===== src/rtl/token_repetition_penalty_assert.svh =====
// Assertion macros for the token repetition penalty block.
// No dependencies; the including module must provide i_clk and i_rst_n.
`ifndef TOKEN_REPETITION_PENALTY_ASSERT_SVH
`define TOKEN_REPETITION_PENALTY_ASSERT_SVH
`ifndef ASSERT_OFF
// Same-cycle implication, off during reset.
`define TRP_ASSERT_IMP(name, ante, cons, msg) \
    name: assert property (@(posedge i_clk) disable iff (!i_rst_n) (ante) |-> (cons)) \
        else $error(msg);
// Next-cycle implication, off during reset.
`define TRP_ASSERT_NXT(name, ante, cons, msg) \
    name: assert property (@(posedge i_clk) disable iff (!i_rst_n) (ante) |=> (cons)) \
        else $error(msg);
`else
`define TRP_ASSERT_IMP(name, ante, cons, msg)
`define TRP_ASSERT_NXT(name, ante, cons, msg)
`endif
`endif


===== src/rtl/trp_ram.sv =====
// Generic single-port-write, single-port-read RAM with registered read.
// No dependencies.
module trp_ram #(
    parameter int WIDTH = 8,
    parameter int DEPTH = 64
) (
    input  logic                                     i_clk,
    input  logic                                     i_we,
    input  logic [((DEPTH > 1) ? $clog2(DEPTH) : 1)-1:0] i_waddr,
    input  logic [WIDTH-1:0]                         i_wdata,
    input  logic [((DEPTH > 1) ? $clog2(DEPTH) : 1)-1:0] i_raddr,
    output logic [WIDTH-1:0]                         o_rdata
);

    logic [WIDTH-1:0] r_mem [DEPTH];

    // read returns old data on a same-address write
    always_ff @(posedge i_clk) begin
        if (i_we) begin
            r_mem[i_waddr] <= i_wdata;
        end
        o_rdata <= r_mem[i_raddr];
    end

endmodule


===== config.mk =====
export PLATFORM = sky130hd
export DESIGN_NAME = trp_ram
export DESIGN_NICKNAME = d
export VERILOG_FILES = /design/src/rtl/token_repetition_penalty_assert.svh /design/src/rtl/trp_ram.sv
export SDC_FILE = /design/constraint.sdc
export NUM_CORES = 1
export LEC_CHECK = 0
export BUFFER_PORTS_ARGS = -buffer_cell sky130_fd_sc_hd__buf_2
export CORE_ASPECT_RATIO = 1.75
export CORE_MARGIN = 2
export CORE_UTILIZATION = 45
export CTS_CLUSTER_SIZE = 30
export DETAILED_ROUTE_END_ITERATION = 12
export PLACE_DENSITY = 0.7
export SETUP_SLACK_MARGIN = 0.02
export SYNTH_ARGS = -nofsm -noshare
export SYNTH_HDL_FRONTEND = slang
export SYNTH_SLANG_ARGS = --single-unit
export TNS_END_PERCENT = 5

===== constraint.sdc =====
create_clock -name i_clk -period 5 [get_ports i_clk]
set_clock_uncertainty 0.1 [all_clocks]
set_input_delay 0.5 -clock i_clk [delete_from_list [all_inputs] [get_ports i_clk]]
set_output_delay 0.5 -clock i_clk [all_outputs]
set_load 0.01 [all_outputs]

==> results.yml, run 1 <==
die:
  start_util_pct: 45.5
  die_w_microns: 164
  die_h_microns: 284
  rows: 102
  core_area_sq_um: 44300
  die-area_sq_um: 46600
  num_io_pins: 30
yosys:
  async_reset_ff_share_pct: 0
  synthMuxAreaShare_pct: 15.9
  ys_ff_latch: 520
  yosys.area.top_type_share_pct: 76.2
  synth_simple_gate_area_share_pct: 3.39
  synth_most_common_cell: "edfxtp_1"
  synth_area_leader_cell: "edfxtp_1"
  synth_edf_count: 512
  synthXorXnorAreaFrac_pct: 0
  synthTopCellsByArea: "edfxtp_1 76%, mux4_2 14%, nor2_1 1.5%, mux2i_1 1.1%, dfxtp_1 0.79%"
  synth_compound_area_share_pct: 2.07
  synth_nets: 962
  syn_area_per_cell_sq_um: 21.5
  synth_area_sq_um: 20200
  synth.yosys.warnings: 0
  synth_adder_area_share_pct: 0
  ys.flop_type: "edfxtp_1"
  synth_top_family_by_area: "multiplexers"
  synthCells: 940
  ys_types: 40
  synth_seq_area_share_pct: 77.0
  synth_common_cells: "512 x edfxtp_1, 126 x mux4_2, 83 x nor2_1"
power:
  p_per_area_nw_per_um2: 386
  p_sw_w: 0.00172
  p_clk_share_pct: 38.4
  worst_ir_drop_vdd_v: 0.000314
  pwr-share-seq_pct: 56.5
  comb_power_share_pct: 5.0
  power.internal_w: 0.00685
  swShare_pct: 20.0
  p_leak_nw: 6.80
placement:
  dp.cells: 1501
  gp_congestion: 0.809
  dp_hpwl_microns: 27700
  port_buffers: 29
detailed_routing:
  firstDrtPassIters: 5
  dr.first_iter.drc_count: 1045
  wl_per_cell_microns: 27.7
  vias: 9411
  drcViolationCount: 0
  wl_microns: 43600
  drtAntennaViolNets: 0
  routed_via_density: 5.98
sta:
  hold_violations: 0
  fmax_mhz: 360
  layout_min_cycle_time_ns: 2.78
  tns_ns: 0
  period_share_pct: 55.5
  setup_viol: 0
  tightestPinTransition_ns: 1.26
  slew_headroom_pct: 15.8
  drv_slew: 0
  rsz0062_at_grt: "no"
critical_path:
  crit_family: "buffers and inverters"
  cp_cell_sequence: "clkbuf_8 > buf_4 > mux4_2 > o221a_2 > nor3_1 > o32ai_1"
  r2r_start: "r_mem[2][5]"
  cp.buffers_inverters: 2
  slowest_stage: "clkbuf_8"
  worstPathRequired_ns: 5.31
  max_stage_delay_ns: 0.66
  cp-startpoint: "i_raddr[0]"
  crit_type: "in -> reg"
  start_kind: "primary input"
  cp_max_fo: 71
  endpoint_kind: "flip-flop"
  arrival_ns: 3.09
clock_network:
  post-cts-setup-buffers: 0
  cts_made_buffers: 41
  clk_path_buf_depth: 3
  ctsHoldBuffers: 0
  cts_resized: 0
  clk_latency_ns: 0.55
  cts_htree_levels: 2
  cts_root_buf: "clkbuf_16"
  cts_tree: "yes"
  cts_num_sinks: 520
  path_clk_slew_ns: 0.07
grt:
  gr-total-overflow: 0
  grt_usage_pct: 19.2
  grt_max_degree: 72
  antenna_found_initial: 3
  grt_pass1_vias: 9697
  grt_first_pass_wirelength_microns: 64300
flow_run:
  maxCapViolCount: 0
cells_and_area:
  layout-drive-gt1-share_pct: 24.2
  instances_no_fill: 1573
  fillers: 3394
  nNetsFinal: 994
  seq_area_sq_um: 15500
  syn_to_final_growth_pct: 9.90
  multi_input_comb_area_sq_um: 4320
status:
  outcome: "finished, final reports clean"
min_path:
  hold_class: "in -> reg"
  hold_start: "i_raddr[5]"
worst paths after layout:
path,to,depth (start not counted),slack (ns)
min,o_rdata[1],3,0.31
max reg2reg,o_rdata[5],4,2.66
max,o_rdata[6],6,2.22
min reg2reg,o_rdata[6],3,0.75
cell families (layout without fill, tap and decap cells):
| logic type | Yosys count | in the layout |
|---|---|---|
| DFF | 520 | 520 |
| muxes | 162 | 162 |
| and+or+nand+nor | 153 | 153 |
| AOI/OAI and AO/OA | 54 | 54 |
| buffers and inverters | 51 | 111 |
| other | 0 | 1 |
cell type report:
type / count / share of cell area (%)
multi-input combinational: 369 / 19.5
clock inverter: 19 / 1.10
antenna: 1 / 0.0113
sequential: 520 / 70.1
tap: 572 / 3.23
timing repair buffer: 40 / 1.15
clock buffer: 52 / 4.95
metrics by stage:
stage	power [W]	setup WS [ns]	instance area (sq um)	hold WS, ns	util (%)
3_3_place_gp	0.00536	1.68	20800	0.704	47.0
2_1_floorplan	0.00519	2.73	20200	0.499	-
4_1_cts	0.00861	2.19	22200	0.275	50.0
5_1_grt	0.00877	2.05	22200	0.299	50.0
3_5_place_dp	0.00537	1.61	20800	0.731	47.0
6_report	0.00856	2.22	22200	0.305	50.0
metal layers:
metal	vias to the layer above	wire, microns	global-route usage, %
met5	-	0	0
met4	0	1640	7.61
met3	87	1760	2.27
met2	303	24600	35.6
met1	5051	15700	22.4
li1	3970	-	-
placed cells by master (no fill, tap or decap), types with 4 or more instances in the layout:
master	synthesis	layout
clkinv_2	0	11
buf_2	11	26
bufinv_16	0	6
o22ai_1	8	8
clkbuf_1	17	8
nor2_1	83	83
nand2b_1	7	7
nand2_1	19	19
mux2i_1	23	23
nand3_1	13	13
a211oi_1	4	4
nor2b_1	14	14
clkbuf_8	0	4
mux4_2	126	126
clkbuf_16	0	41
nor3_1	7	7
o221ai_1	8	8
buf_4	13	12
edfxtp_1	512	512
mux2_2	13	13
a221oi_1	6	6
dfxtp_1	8	8
power by group through the flow:
stage / combinational [W] / clock, W / sequential (W)
floorplan: 0.000257 / 0 / 0.00493
global placement: 0.000428 / 0 / 0.00493
detailed placement: 0.000437 / 0 / 0.00494
CTS: 0.000438 / 0.00333 / 0.00484
global route: 0.000459 / 0.00347 / 0.00484
finish: 0.000432 / 0.00329 / 0.00484
worst min-delay path, cell delays in order:
cell	delay, ns
buf_2	0.23
nand2_1	0.11
o2bb2ai_1	0.06
sequential cells by signal, summed over array words and instances (netlist names):
| name | count |
|---|---|
| o_rdata | 8 |
| r_mem | 512 |
No activity file was read; power rests on OpenSTA's default activity.
==> inputs of run 2 (changes only) <==
Settings changed: PLACE_DENSITY 0.7 to 0.72.
Clock period 5 ns to 2.35 ns, I/O delays scaled along.
==> run 2 against run 1 <==
Critical path depth decreased by 1. Wire length increased by 5.0%. Setup slack got worse by 2.0 ns. Utilization increased by 2.3 points. Hold slack got worse by 0.26 ns. Sequential power increased by 110%. Final cell count increased by 8.1%. Clock power increased by 110%. Non-clock buffer count increased by 122. First-iteration DRC count decreased by 16%. Largest cell class unchanged.
==> results.yml, run 2 (synthesized netlist as in run 1, its figures left out) <==
status:
  outcome: "finished, final reports clean"
flow_run:
  maxCapViolCount: 0
sta:
  tightestPinTransition_ns: 1.24
  layout_min_cycle_time_ns: 2.09
  slew_headroom_pct: 17.2
  period_share_pct: 89.0
  fmax_mhz: 478
  setup_viol: 0
  hold_violations: 0
  rsz0062_at_grt: "no"
  drv_slew: 0
die:
  core_area_sq_um: 44300
  rows: 102
  num_io_pins: 30
  die-area_sq_um: 46600
  die_w_microns: 164
  start_util_pct: 45.5
  die_h_microns: 284
detailed_routing:
  drcViolationCount: 0
  vias: 9968
  firstDrtPassIters: 5
  wl_microns: 45800
  drtAntennaViolNets: 0
  wl_per_cell_microns: 27.0
  routed_via_density: 5.86
  dr.first_iter.drc_count: 874
critical_path:
  cp_max_fo: 1
  regToRegSetupSlack_ns: 0.26
  worstPathRequired_ns: 2.68
  arrival_ns: 2.42
  start_kind: "flip-flop"
  r2r_end: "o_rdata[6]"
  r2r_start: "r_mem[17][6]"
  reg2regPathDepth: 5
  endpoint_kind: "flip-flop"
  cp-startpoint: "r_mem[17][6]"
  crit_type: "reg -> reg"
  endpoint: "o_rdata[6]"
cells_and_area:
  layout_commonest_cell: "edfxtp_1"
  utilization_pct: 52.3
  largest_register: "r_mem"
  multi_input_comb_area_sq_um: 4320
  top_regs: "r_mem (512), o_rdata (8)"
  fillers: 3331
  largest_reg_flops: 512
  seq_area_sq_um: 15500
  layout-drive-gt1-share_pct: 31.7
  nNetsFinal: 1117
  mostFrequentLayoutCells: "512 x edfxtp_1, 126 x mux4_2, 126 x buf_4"
  syn_to_final_growth_pct: 14.9
grt:
  grt_pass1_vias: 10319
  gr-total-overflow: 0
  grt_usage_pct: 20.1
  grt_max_degree: 65
  antenna_found_initial: 3
  grt_first_pass_wirelength_microns: 67200
clock_network:
  cts_root_buf: "clkbuf_16"
  cts_made_buffers: 42
  clk_latency_ns: 0.56
  ctsHoldBuffers: 0
  cts_resized: 0
  post-cts-setup-buffers: 0
  cts_num_sinks: 520
  cts_tree: "yes"
  path_clk_slew_ns: 0.07
  clk_path_buf_depth: 3
  cts_htree_levels: 2
power:
  p_leak_nw: 7.44
  p_per_area_nw_per_um2: 787
  worst_ir_drop_vdd_v: 0.000513
  total_power_w: 0.0182
min_path:
  hold_class: "in -> reg"
  hold_start: "i_raddr[5]"
  hold_path_depth: 3
placement:
  port_buffers: 29
  gp_congestion: 0.871
  dp_hpwl_microns: 31000
[run 2: report_power, final]
part,total (W),leakage (nW),switching (W),internal (W)
Combinational,0.00104,2.12,0.000606,0.000431
Clock,0.00691,0.645,0.00309,0.00382
Sequential,0.0103,4.67,0.0000341,0.0103
[run 2: critical path: stages (launching register included)]
cell and delay [ns]:
edfxtp_1 0.39, mux4_2 0.47, mux2_2 0.28, o221a_2 0.28, nor3_1 0.31, o32ai_1 0.14
[run 2: cell type report]
class	count	area share, %
Sequential cell	520	67.1
Tap cell	572	3.09
Multi-Input combinational cell	369	18.6
Clock buffer	57	5.05
Antenna cell	2	0.0216
Timing Repair Buffer	162	5.48
Clock inverter	18	0.675
[run 2: metal layers]
metal | wire, microns | global-route usage, % | vias up
met2 | 25700 | 37.1 | 362
li1 | - | - | 4217
met4 | 2320 | 9.74 | 0
met3 | 2000 | 2.10 | 107
met5 | 0 | 0 | -
met1 | 15900 | 22.7 | 5282
[run 2: metrics by stage]
stage	TNS, ns	setup WS [ns]	hold slack, ns	instance area [sq um]	instances
after floorplan	0	0.347	0.234	20200	940
after global placement	-0.0516	-0.0249	0.578	21800	1623
after detailed placement	-0.0638	-0.0424	0.571	21800	1623
after CTS	0	0.259	0.0127	23200	1698
after global routing	0	0.203	0.0442	23200	1700
final	0	0.259	0.0426	23200	1700
[run 2: worst min path at each step]
stage | to | slack (ns)
after floorplan | r_mem[0][0] | 0.23
after global placement | o_rdata[6] | 0.58
after detailed placement | o_rdata[0] | 0.57
after CTS | o_rdata[4] | 0.01
after global routing | o_rdata[4] | 0.04
final | o_rdata[4] | 0.04
==> inputs of run 3 (changes only) <==
Settings changed: HOLD_SLACK_MARGIN from default to 0.06.
==> run 3 against run 2 <==
Largest cell class unchanged. Die area unchanged. Clock-buffer cell count unchanged. Power about the same. Highest routed layer unchanged. Via count about the same. Global-route usage unchanged. Largest power group unchanged. Wire length down 0.10%. Sequential power about the same. Register-to-register slack about the same.
==> results.yml, run 3 (synthesized netlist as in run 1, its figures left out) <==
power:
  worst_ir_drop_vdd_v: 0.000511
  p_leak_nw: 7.45
  p_per_area_nw_per_um2: 786
grt:
  busiest_layer: "met2"
  grt_use_met2_pct: 37.2
  grtUsageMet1_pct: 22.6
  met3_usage_pct: 2.10
  grt_pass1_vias: 10329
  grt_max_degree: 65
  gr-total-overflow: 0
  antenna_found_initial: 2
  grt_usage_pct: 20.1
  grt_first_pass_wirelength_microns: 67200
critical_path:
  regToRegSetupSlack_ns: 0.27
  r2r_start: "r_mem[17][6]"
  cp_max_fo: 10
  arrival_ns: 2.30
  start_kind: "primary input"
  reg2regPathDepth: 5
  crit_type: "in -> reg"
  r2r_end: "o_rdata[6]"
  endpoint_kind: "flip-flop"
  worstPathRequired_ns: 2.51
clock_network:
  clk_path_buf_depth: 3
  cts_num_sinks: 520
  path_clk_slew_ns: 0.07
  cts_htree_levels: 2
  cts_root_buf: "clkbuf_16"
  cts_made_buffers: 42
  cts_tree: "yes"
  post-cts-setup-buffers: 0
  clk_latency_ns: 0.55
placement:
  gp_congestion: 0.871
  post_dp_cell_area_sq_um: 21800
  dp_hpwl_microns: 31000
  port_buffers: 29
detailed_routing:
  wl_per_cell_microns: 26.9
  drtAntennaViolNets: 0
  vias: 9964
  routed_via_density: 5.85
  firstDrtPassIters: 5
  drcViolationCount: 0
  wl_microns: 45800
  dr.first_iter.drc_count: 934
min_path:
  hold_path_depth: 2
  hold_class: "in -> reg"
  whs_endpoint: "r_mem[62][2]"
  hold_start: "i_wdata[2]"
cells_and_area:
  mostFrequentLayoutCells: "512 x edfxtp_1, 126 x mux4_2, 126 x buf_4"
  syn_to_final_growth_pct: 15.0
  largest_register: "r_mem"
  nNetsFinal: 1119
  layout_commonest_cell: "edfxtp_1"
  design_area_sq_um: 23200
  layout-drive-gt1-share_pct: 31.6
  largest_reg_flops: 512
  fillers: 3327
  top_regs: "r_mem (512), o_rdata (8)"
sta:
  slew_headroom_pct: 16.6
  tns_ns: 0
  setup_viol: 0
  drv_slew: 0
  tightestPinTransition_ns: 1.25
  rsz0062_at_grt: "no"
  period_share_pct: 91.4
  fmax_mhz: 466
  hold_violations: 0
  layout_min_cycle_time_ns: 2.15
die:
  start_util_pct: 45.5
  num_io_pins: 30
  die_w_microns: 164
  core_area_sq_um: 44300
  die-area_sq_um: 46600
  die_h_microns: 284
  rows: 102
flow_run:
  maxCapViolCount: 0
status:
  outcome: "finished, final reports clean"
[run 3: worst max path at each step]
stage | from | end | cells past startpoint
floorplan | i_raddr[1] | o_rdata[3] | 7
global placement | i_raddr[0] | o_rdata[3] | 7
detailed placement | i_raddr[0] | o_rdata[1] | 8
CTS | r_mem[46][1] | o_rdata[1] | 5
global route | r_mem[21][6] | o_rdata[6] | 5
finish | i_waddr[2] | r_mem[59][0] | 6
[run 3: area by class of cell]
| cell class | instances | area (sq um) | area share [%] |
|---|---|---|---|
| antenna | 2 | 5.00 | 0.0216 |
| clock buffer | 57 | 1170 | 5.05 |
| clock inverter | 18 | 156 | 0.674 |
| multi-input combinational | 369 | 4320 | 18.6 |
| sequential | 520 | 15500 | 67.0 |
| tap | 572 | 716 | 3.09 |
| timing repair buffer | 164 | 1290 | 5.56 |
[run 3: report_power, final]
part	switching (W)	total [W]	leakage (nW)	internal, W
Clock	0.00308	0.00690	0.645	0.00382
Sequential	0.0000346	0.0103	4.67	0.0103
Combinational	0.000607	0.00104	2.13	0.000433
Total	0.00372	0.0182	7.45	0.0145
[run 3: layer usage]
| metal | share of wire (%) | vias to the layer above |
|---|---|---|
| li1 | - | 4218 |
| met1 | 35 | 5289 |
| met2 | 56 | 359 |
| met3 | 4.3 | 98 |
| met4 | 4.9 | 0 |
| met5 | 0 | - |
[run 3: critical path, stage by stage]
cell	delay [ns]
dlygate4sd3_1	0.59
buf_2	0.21
nor2b_1	0.19
nand3_1	0.41
nor2_1	0.43
buf_4	0.24
[run 3: stage by stage]
stage                     hold WS (ns)  setup slack [ns]  total power, W  cells  utilization (%)
after global routing            0.0899             0.202          0.0187   1702             52.4
final                           0.0750             0.202          0.0182   1702             52.4
after detailed placement         0.571           -0.0424          0.0115   1623             49.3
after CTS                       0.0628             0.259          0.0183   1700             52.4
after global placement           0.578           -0.0249          0.0115   1623             49.3
after floorplan                  0.234             0.347          0.0110    940                -
[run 3: timing repair]
item	in CTS	in global routing
hold endpoints to repair	5	0
gates resized for setup	0	0
hold buffers	2	0
